[config.mk]
export PLATFORM = sky130hd
export DESIGN_NAME = dual_blinker_button_rate_control_core
export DESIGN_NICKNAME = d
export VERILOG_FILES = /design/src/dbbrc_pkg.sv /design/src/dbbrc_core.sv /design/src/dual_blinker_button_rate_control_core.sv
export SDC_FILE = /design/constraint.sdc
export NUM_CORES = 1
export LEC_CHECK = 0
export BUFFER_PORTS_ARGS = -buffer_cell sky130_fd_sc_hd__clkbuf_2
export CAP_MARGIN = 30
export CORE_MARGIN = 4
export CORE_UTILIZATION = 30
export DETAILED_ROUTE_END_ITERATION = 16
export PLACE_DENSITY = 0.51
export SLEW_MARGIN = 20
export SYNTH_ARGS = -nofsm -noshare
export SYNTH_HDL_FRONTEND = slang
export SYNTH_SLANG_ARGS = --single-unit
[constraint.sdc]
create_clock -name i_clk -period 4.7 [get_ports i_clk]
set_input_delay 0.235 -clock i_clk [delete_from_list [all_inputs] [get_ports i_clk]]
set_output_delay 0.235 -clock i_clk [all_outputs]
set_load 0.02 [all_outputs]
[src/dbbrc_pkg.sv]
package dbbrc_pkg;

    localparam int NUM_PERIODS = 5;
    localparam int LOG_DEPTH   = 4;
    localparam int LOG_IDX_W   = $clog2(LOG_DEPTH);
    localparam int FILL_W      = $clog2(LOG_DEPTH + 1);
    localparam int SEL_W       = 3;
    localparam int TICK_W      = 8;
    localparam int CFG_IDX_W   = 3;

    typedef logic [SEL_W-1:0]  t_sel;
    typedef logic [TICK_W-1:0] t_tick;

    // register map
    localparam logic [CFG_IDX_W-1:0] CFG_PERIOD_0 = 3'd0;
    localparam logic [CFG_IDX_W-1:0] CFG_PERIOD_4 = 3'd4;
    localparam logic [CFG_IDX_W-1:0] CFG_HOLD     = 3'd5;
    localparam logic [CFG_IDX_W-1:0] CFG_WINDOW   = 3'd6;

    // press log codes
    localparam logic [1:0] PRESS_NONE = 2'd0;
    localparam logic [1:0] PRESS_DOWN = 2'd1;
    localparam logic [1:0] PRESS_UP   = 2'd2;

    localparam t_sel SEL_MAX   = t_sel'(NUM_PERIODS - 1);
    localparam t_sel SEL_RESET = 3'd2;

    localparam t_tick PERIOD_RESET [NUM_PERIODS] = '{8'd20, 8'd40, 8'd60, 8'd80, 8'd100};
    localparam t_tick HOLD_RESET       = 8'd20;
    localparam t_tick WINDOW_RESET     = 8'd100;
    localparam t_tick BLINK_CNT_RESET  = 8'd60;

    typedef struct packed {
        t_tick [NUM_PERIODS-1:0] period;
        t_tick                   hold;
        t_tick                   window;
    } t_cfg;

    typedef struct packed {
        logic red_on;
        logic green_on;
        t_sel red_period_sel;
        t_sel green_period_sel;
        logic green_selected;
    } t_result;

endpackage

[src/dbbrc_core.sv]
module dbbrc_core (
    input  logic             i_clk,
    input  logic             i_rst_n,
    input  logic             i_step,
    input  logic             i_down,
    input  logic             i_up,
    input  dbbrc_pkg::t_cfg  i_cfg,
    output dbbrc_pkg::t_result o_next
);
    import dbbrc_pkg::*;

    t_tick r_red_cnt, n_red_cnt, r_green_cnt, n_green_cnt;
    logic  r_red_lvl, n_red_lvl, r_green_lvl, n_green_lvl;
    t_sel  r_red_idx, n_red_idx, r_green_idx, n_green_idx;
    logic  r_down_armed, n_down_armed, r_up_armed, n_up_armed;
    t_tick r_down_cnt, n_down_cnt, r_up_cnt, n_up_cnt;
    logic [LOG_DEPTH-1:0][1:0] r_log, n_log;
    logic [FILL_W-1:0] r_fill, n_fill;
    t_tick r_win_cnt, n_win_cnt;
    logic  r_target, n_target;
    t_sel  sel_cur, sel_mid, sel_new;

    function automatic t_tick period_of(input t_cfg cfg, input t_sel idx);
        t_tick p;
        p = cfg.period[NUM_PERIODS-1];
        for (int k = 0; k < NUM_PERIODS - 1; k++) begin
            if (idx == t_sel'(k)) p = cfg.period[k];
        end
        return p;
    endfunction

    always_comb begin
        // down release timer
        sel_cur      = r_target ? r_green_idx : r_red_idx;
        sel_mid      = sel_cur;
        n_down_armed = r_down_armed;
        n_down_cnt   = r_down_cnt;
        if (i_down) begin
            n_down_armed = 1'b1;
            n_down_cnt   = i_cfg.hold;
        end else if (r_down_armed) begin
            if (r_down_cnt == '0) begin
                if (sel_cur != '0) sel_mid = sel_cur - t_sel'(1);
                n_down_armed = 1'b0;
                n_down_cnt   = i_cfg.hold - t_tick'(1);
            end else begin
                n_down_cnt = r_down_cnt - t_tick'(1);
            end
        end

        // up release timer, sees the index the down timer left
        sel_new    = sel_mid;
        n_up_armed = r_up_armed;
        n_up_cnt   = r_up_cnt;
        if (i_up) begin
            n_up_armed = 1'b1;
            n_up_cnt   = i_cfg.hold;
        end else if (r_up_armed) begin
            if (r_up_cnt == '0) begin
                if (sel_mid < SEL_MAX) sel_new = sel_mid + t_sel'(1);
                n_up_armed = 1'b0;
                n_up_cnt   = i_cfg.hold - t_tick'(1);
            end else begin
                n_up_cnt = r_up_cnt - t_tick'(1);
            end
        end

        n_red_idx   = r_target ? r_red_idx : sel_new;
        n_green_idx = r_target ? sel_new   : r_green_idx;

        // blinkers
        n_red_lvl = r_red_lvl;
        n_red_cnt = r_red_cnt - t_tick'(1);
        if (r_red_cnt == '0) begin
            n_red_lvl = ~r_red_lvl;
            n_red_cnt = period_of(i_cfg, n_red_idx);
        end
        n_green_lvl = r_green_lvl;
        n_green_cnt = r_green_cnt - t_tick'(1);
        if (r_green_cnt == '0) begin
            n_green_lvl = ~r_green_lvl;
            n_green_cnt = period_of(i_cfg, n_green_idx);
        end

        // press window
        n_log     = r_log;
        n_fill    = r_fill;
        n_target  = r_target;
        n_win_cnt = r_win_cnt;
        if (r_win_cnt != '0) begin
            if (i_down && n_fill < FILL_W'(LOG_DEPTH)) begin
                n_log[n_fill[LOG_IDX_W-1:0]] = PRESS_DOWN;
                n_fill = n_fill + FILL_W'(1);
            end
            if (i_up && n_fill < FILL_W'(LOG_DEPTH)) begin
                n_log[n_fill[LOG_IDX_W-1:0]] = PRESS_UP;
                n_fill = n_fill + FILL_W'(1);
            end
            n_win_cnt = r_win_cnt - t_tick'(1);
        end else begin
            n_target  = (r_log[0] == PRESS_DOWN) && (r_log[1] == PRESS_UP) &&
                        (r_log[2] == PRESS_DOWN) && (r_log[3] == PRESS_UP);
            n_log     = '{default: PRESS_NONE};
            n_fill    = '0;
            n_win_cnt = i_cfg.window;
        end

        o_next.red_on           = n_red_lvl;
        o_next.green_on         = n_green_lvl;
        o_next.red_period_sel   = n_red_idx;
        o_next.green_period_sel = n_green_idx;
        o_next.green_selected   = n_target;
    end

    always_ff @(posedge i_clk) begin
        if (!i_rst_n) begin
            r_red_cnt    <= BLINK_CNT_RESET;
            r_green_cnt  <= BLINK_CNT_RESET;
            r_red_lvl    <= 1'b0;
            r_green_lvl  <= 1'b0;
            r_red_idx    <= SEL_RESET;
            r_green_idx  <= SEL_RESET;
            r_down_armed <= 1'b0;
            r_down_cnt   <= HOLD_RESET;
            r_up_armed   <= 1'b0;
            r_up_cnt     <= HOLD_RESET;
            r_log        <= '{default: PRESS_NONE};
            r_fill       <= '0;
            r_win_cnt    <= WINDOW_RESET;
            r_target     <= 1'b0;
        end else if (i_step) begin
            r_red_cnt    <= n_red_cnt;
            r_green_cnt  <= n_green_cnt;
            r_red_lvl    <= n_red_lvl;
            r_green_lvl  <= n_green_lvl;
            r_red_idx    <= n_red_idx;
            r_green_idx  <= n_green_idx;
            r_down_armed <= n_down_armed;
            r_down_cnt   <= n_down_cnt;
            r_up_armed   <= n_up_armed;
            r_up_cnt     <= n_up_cnt;
            r_log        <= n_log;
            r_fill       <= n_fill;
            r_win_cnt    <= n_win_cnt;
            r_target     <= n_target;
        end
    end

endmodule

[src/dual_blinker_button_rate_control_core.sv]
// Dual LED blinker with two-button blink-rate control. Each input transaction
// is one tick carrying the two button levels; each tick yields exactly one
// output transaction with both LED levels, both period indexes and which LED
// the buttons currently steer. Throughput is one tick per clock while the
// result side is ready: the input register feeds the state update in the tick
// core, whose result lands in the output register. The output register holds a
// stalled result while the next tick waits in the input register. Configuration
// (period table, hold and window lengths) is written through a plain write port,
// indexes 0..6, and should only be changed while no tick is in flight.
module dual_blinker_button_rate_control_core (
    input  logic                            i_clk,
    input  logic                            i_rst_n,
    // tick input channel
    input  logic                            i_in_valid,
    output logic                            o_in_ready,
    input  logic                            i_button_down,
    input  logic                            i_button_up,
    // result channel
    output logic                            o_out_valid,
    input  logic                            i_out_ready,
    output logic                            o_red_on,
    output logic                            o_green_on,
    output dbbrc_pkg::t_sel                 o_red_period_sel,
    output dbbrc_pkg::t_sel                 o_green_period_sel,
    output logic                            o_green_selected,
    // configuration write port
    input  logic                            i_cfg_we,
    input  logic [dbbrc_pkg::CFG_IDX_W-1:0] i_cfg_idx,
    input  dbbrc_pkg::t_tick                i_cfg_data
);
    import dbbrc_pkg::*;

    t_cfg    r_cfg;
    logic    r_in_valid;
    logic    r_down, r_up;
    logic    r_out_valid;
    t_result r_out;
    t_result next_res;
    logic    advance;

    // the staged tick moves on when the output slot is free or being drained
    assign advance    = r_in_valid && (!r_out_valid || i_out_ready);
    assign o_in_ready = !r_in_valid || advance;

    // config registers; unmapped index is ignored
    always_ff @(posedge i_clk) begin
        if (!i_rst_n) begin
            for (int k = 0; k < NUM_PERIODS; k++) r_cfg.period[k] <= PERIOD_RESET[k];
            r_cfg.hold   <= HOLD_RESET;
            r_cfg.window <= WINDOW_RESET;
        end else if (i_cfg_we) begin
            unique case (i_cfg_idx) inside
                [CFG_PERIOD_0:CFG_PERIOD_4]: r_cfg.period[i_cfg_idx] <= i_cfg_data;
                CFG_HOLD:                    r_cfg.hold   <= i_cfg_data;
                CFG_WINDOW:                  r_cfg.window <= i_cfg_data;
                default: ;
            endcase
        end
    end

    // input stage
    always_ff @(posedge i_clk) begin
        if (!i_rst_n) begin
            r_in_valid <= 1'b0;
        end else if (o_in_ready) begin
            r_in_valid <= i_in_valid;
        end
    end

    always_ff @(posedge i_clk) begin
        if (i_in_valid && o_in_ready) begin
            r_down <= i_button_down;
            r_up   <= i_button_up;
        end
    end

    // tick state machine: all per-tick work happens here
    dbbrc_core u_core (
        .i_clk   (i_clk),
        .i_rst_n (i_rst_n),
        .i_step  (advance),
        .i_down  (r_down),
        .i_up    (r_up),
        .i_cfg   (r_cfg),
        .o_next  (next_res)
    );

    // output stage
    always_ff @(posedge i_clk) begin
        if (!i_rst_n) begin
            r_out_valid <= 1'b0;
        end else if (advance) begin
            r_out_valid <= 1'b1;
        end else if (i_out_ready) begin
            r_out_valid <= 1'b0;
        end
    end

    always_ff @(posedge i_clk) begin
        if (advance) r_out <= next_res;
    end

    assign o_out_valid        = r_out_valid;
    assign o_red_on           = r_out.red_on;
    assign o_green_on         = r_out.green_on;
    assign o_red_period_sel   = r_out.red_period_sel;
    assign o_green_period_sel = r_out.green_period_sel;
    assign o_green_selected   = r_out.green_selected;

endmodule

# == After elaboration in Yosys (flattened, before gate mapping) ==
# Index checks and enable logic that the tools add are counted.
# word_totals
regBits,131
output_inout_bits,11
word_cells,159
# classes
addsub,10
n_lt_le_gt_ge,11
n_eq_ne,12
muxes,54
bitwise_logic,8
n_reduce_logical,31
# op_table
op,count
$mux 8,22
$sub 8x1->8 const B,6
$mux 3,15
$bwmux 40,1
$logic_not 8->1,4
$demux 8 s3,1
$eq 3x2->1 const B,4
$logic_and 1x1->1,11
$mux 1,11
$reduce_and 2->1,5
$add 3x1->3 const B,3
$lt 3x3->1 const B,3
$and 4x4->4,2
$demux 2 s2,2
$not 4->4,2
$or 4x4->4,2
$reduce_bool 8->1,1
$eq 3x1->1 const B,2
$eq 3x3->1 const B,2
$ge 3x1->1 const B,2
$logic_not 3->1,2
$lt 2x3->1 const B,2
$reduce_bool 2->1,3
$eq 2x1->1 const B,2
other kinds (10),16

# == Depth between registers and ports, before layout ==
# logic_depth
ltp_word,18
ltp_mapped,17
depth_no_buf,15

# == By module ==
# From an unflattened synthesis, not the netlist that was laid out.
# unflattened
cells_unflattened,830
hier_area_um2,7438.4
# by_module_without_submodules
module,n_inst,cells_per_inst,area_per_inst_um2,seq_area_each_um2
dbbrc_core,1,605,4867.2,1241.2
dual_blinker_button_rate_control_core,1,225,2571.2,1491.4

# == Worst setup path after synthesis ==
# No wires, ideal clock.
# synth_path
kind,reg2reg
start,reg u_core.r_target
end,reg u_core.r_green_cnt[1]
setup_ns,0.120
t_arrival_ns,3.280
required_ns,4.580
setup_slack_ns,1.300
stages_incl_launch_ff,17
n_path_buf,1
synth_period_minus_slack_ns,3.400
path_cell_list,dfxtp_1 > buf_2 > mux2i_1 > ha_1 > inv_1 > o2111ai_1 > mux2_2 > inv_1 > ha_1 > and2_1 > a41oi_1 > o21ai_2 > mux2i_1 > mux2i_1 > mux2_2 > a221oi_2 > nor2b_1
# synth_between
elab_chain_cells,18
word_cells_on_any_way,23
cone_classes,2 x add/sub; 1 x order compare; 3 x eq/ne; 15 x mux; 2 x reduce/logical
# synth_lines
item,line_no,text
from (decl),dbbrc_core.sv:20,"logic r_target, n_target;"
from (signal assigned),dbbrc_core.sv:145,r_target <= n_target;
$mux 3,dbbrc_core.sv:34,sel_cur = r_target ? r_green_idx : r_red_idx;
$sub 3x1->3 / $reduce_bool 3->1 (equally long branches),dbbrc_core.sv:43,if (sel_cur != '0) sel_mid = sel_cur - t_sel'(1);
$mux 3,dbbrc_core.sv:43,
$mux 3,dbbrc_core.sv:42,if (r_down_cnt == '0) begin
$mux 3,dbbrc_core.sv:41,end else if (r_down_armed) begin
$mux 3,dbbrc_core.sv:38,if (i_down) begin
$add 3x1->3 / $lt 3x3->1 (equally long branches),dbbrc_core.sv:60,if (sel_mid < SEL_MAX) sel_new = sel_mid + t_sel'(1);
$mux 3,dbbrc_core.sv:60,
$mux 3,dbbrc_core.sv:59,if (r_up_cnt == '0) begin
$mux 3,dbbrc_core.sv:58,end else if (r_up_armed) begin
$mux 3,dbbrc_core.sv:55,if (i_up) begin
$mux 3 *,dbbrc_core.sv:69,n_green_idx = r_target ? sel_new : r_green_idx;
$logic_not 3->1,dbbrc_core.sv:27,if (idx == t_sel'(k)) p = cfg.period[k];
$mux 8 (3 in series),dbbrc_core.sv:27,
$mux 8 *,dbbrc_core.sv:27,
$mux 8 *,dbbrc_core.sv:80,if (r_green_cnt == '0) begin
to (signal assigned),dbbrc_core.sv:133,r_green_cnt <= n_green_cnt;
to (decl),dbbrc_core.sv:12,"t_tick r_red_cnt, n_red_cnt, r_green_cnt, n_green_cnt;"
# Every way passes the cells marked *; elsewhere a longest branch is shown, timed or not.
# A chain may end at the register's enable or synchronous reset.

# == Worst setup path after layout ==
# Same ends and word-level chain as after synthesis.

==> results.ini <==
[critical_path]
r2r_slack_ns=0.80
cp-end-kind=flop
path_class=reg -> reg
critical_path.max_fanout=16
crit_start=u_core.r_target$_SDFFE_PN0P_
endpoint=u_core.r_green_cnt[1]$_SDFFE_PN0P_
path_depth=15
cp_data_arrival_time_ns=4.21
cp_common_cell=mux2i_1
reg2reg_from=u_core.r_target$_SDFFE_PN0P_
path_delay_family=multiplexers
slowest_delay_ns=0.70
crit_chain=mux2i_1 > ha_1 > inv_1 > o2111ai_1 > mux2_2 > inv_1 > ha_1 > and2_1 > a41oi_1 > o21ai_2 > mux2i_1 > mux2i_1 > mux2_2 > a221oi_2 > nor2b_1
reg2reg_to=u_core.r_green_cnt[1]$_SDFFE_PN0P_
required_ns=5.01
r2r_cells=15
path_buf_inv=2
timing.critical_path.from_type=flop
crit_path_top_delay_cell=dfxtp_1

[route]
ant_nets=0
drt_pass1_iterations=5
drtIter0Drc=335
wire_per_inst_um=15.76
via_count=6118
drc=0
avgViaCountPerCell=5.007
wl_um=19260

[die]
num_rows=55
die_y_um=160.7
chipWidth_um=160.7
dieArea_sq_um=25820
start_util_pct=30.70
core_sq_um=22780
io_pins=29

[grt]
grt_pass1_vias=5801
grt_max_degree=51
overflow=0
track_usage_pct=15.10
grt_pass1_wl_um=31390
antenna_found_initial=0

[placed_design]
port_buffers=28
dp_hpwl_um=13460
gp_congestion=0.8031

[cts]
cts_hold_buf=2
clockBufferDepth=2
numCtsBuffers=17
clk_pin_slew_ns=0.06
root_buffer=clkbuf_16
cts_tree=done
cts_setup_buffers=0
h-tree-depth=4
clk-insertion-delay-late_ns=0.42
cts_sinks=131
cts_resized=0

[worst_hold_path]
holdCritPathClass=in -> reg
hold_depth=3

[synth]
synth_most_common_cell=nand2_1
syn_nets=912
ys.flop_type=dfxtp_1
synth.top_cell.area_share_pct=34.35
synth_common_cells=nand2_1 (198), dfxtp_1 (120), a21oi_1 (86)
syn_area_per_cell_sq_um=8.001
synth_area_leader_cell=dfxtp_1
syn-cell-area_sq_um=6993
ys_async_sr_fraction_pct=0
synth_seq_area_share_pct=39.08
ys_seq_elements=131
synth.distinct_cells=66
synth_warnings=0
syn-instance-count=874
synth-edff-count=11
yosys-top-cells-area=dfxtp_1 (34%), nand2_1 (11%), a21oi_1 (6.2%)

[power_and_ir_drop]
power_uw=2755
p_per_area_nw_per_um2=341.7
ir_worst_vdd_uv=161.6
p_leak_uw=0.003070

[cells_and_area]
nFillCells=2388
areaGrowthSynthToFinish_pct=15.32
antennaDiodeCount=0
nets=934
final_layout_size_suffix_gt1_share_pct=11.00

[timing]
fin_worst_skew_ns=0.01283
rsz0062_at_grt=false
setup_tns_ns=0
min_period_ns=3.900
worst_pin_slew_ns=0.8790
relSlewSlack_pct=40.95
hold_viol=0
finalSetupViolCount=0
clock.fmax_mhz=256.4
finalCritPeriodShare_pct=82.97
drv_slew=0

[job]
maxCapViolations=0

[status]
status=complete, no violations

==> placed cells by master, fill, tap and decap left out, types with 8 or more instances in the layout <==
master / count
a211oi_1: 17
a21oi_1: 86
a31oi_1: 11
and2_1: 12
buf_4: 10
clkbuf_16: 18
clkbuf_2: 28
dfxtp_1: 120
edfxtp_1: 11
ha_1: 20
inv_1: 28
mux2_2: 8
mux2i_1: 15
nand2_1: 198
nand3_1: 43
nor2_1: 54
nor2b_1: 14
nor3_1: 31
o211ai_1: 11
o21ai_0: 30
xnor2_1: 9
xor2_1: 10
==> cell type report <==
| type | count | area (sq um) | share of cell area (%) |
|---|---|---|---|
| clock buffers | 20 | 478.0 | 5.927 |
| clock inverters | 12 | 103.9 | 1.288 |
| inverters | 30 | 113.9 | 1.412 |
| multi-input cells | 673 | 3973 | 49.26 |
| flip-flops and latches | 131 | 2733 | 33.89 |
| well taps | 313 | 391.6 | 4.856 |
| repair buffers | 43 | 271.5 | 3.367 |
==> power by group <==
part / total, uW / internal [uW] / leakage [uW] / switching (uW)
registers: 1200 / 1160 / 0.00108 / 37.3
logic: 254 / 95.5 / 0.00171 / 159
clock network: 1300 / 785 / 0.000283 / 517
total: 2760 / 2040 / 0.00307 / 713
==> cell families (layout without fill, tap and decap cells) <==
kind of cell    count (synthesis)  in the layout  synth area share (%)
compound gates                215            215                 19.23
xor+xnor                       20             20                 2.612
fa+ha+maj                      20             20                 3.578
buf+inv                        70            105                 4.115
flops                         131            131                 39.08
mux                            32             32                 6.137
simple gates                  386            386                 25.25
==> stage by stage <==
stage	setup slack (ns)	std cells	hold slack (ns)	utilization, %	area (sq um)
finish	0.8002	1222	0.04019	35.40	8064
global route	0.4456	1222	0.03363	35.40	8064
CTS	0.5448	1220	0.01399	35.27	8033
detailed placement	0.5598	1186	0.4172	32.62	7431
global placement	0.6778	1185	0.4125	32.60	7426
floorplan	1.300	874	0.3339	-	6993
==> worst min path at each step <==
stage | slack (ns) | startpoint | end
floorplan | 0.33 | i_button_down | r_down$_DFFE_PP_
global placement | 0.41 | i_button_down | r_down$_DFFE_PP_
detailed placement | 0.42 | i_button_up | r_up$_DFFE_PP_
CTS | 0.01 | i_in_valid | r_in_valid$_SDFFE_PN0N_
global route | 0.03 | i_in_valid | r_in_valid$_SDFFE_PN0N_
finish | 0.04 | i_in_valid | r_in_valid$_SDFFE_PN0N_
==> registers in the layout, indices dropped and copies added, names as in the netlist, 3 cells and up <==
register,flops
o_red_period_sel,3
u_core.r_red_idx,3
u_core.r_green_idx,3
o_green_period_sel,3
r_cfg,56
u_core.r_red_cnt,8
u_core.r_up_cnt,8
u_core.r_win_cnt,8
u_core.r_fill,3
u_core.r_log,8
u_core.r_down_cnt,8
u_core.r_green_cnt,8
==> worst reg2reg max path: cells and delay by family, from the launching register on <==
kind            cells  cell delay, ns
mux                 5            1.30
compound gates      4            0.90
flops               1            0.70
fa+ha+maj           2            0.49
simple gates        2            0.25
buf+inv             2            0.14
==> layer usage <==
metal | share of wire, % | global-route usage, % | up-vias | wire (um)
li1 | - | - | 3145 | -
met1 | 50 | 20.84 | 2859 | 9584
met2 | 46 | 24.02 | 100 | 8818
met3 | 3.3 | 2.848 | 14 | 638
met4 | 1.1 | 4.615 | 0 | 217
met5 | 0 | 0 | - | 0
(Power assumes the default switching activity.)
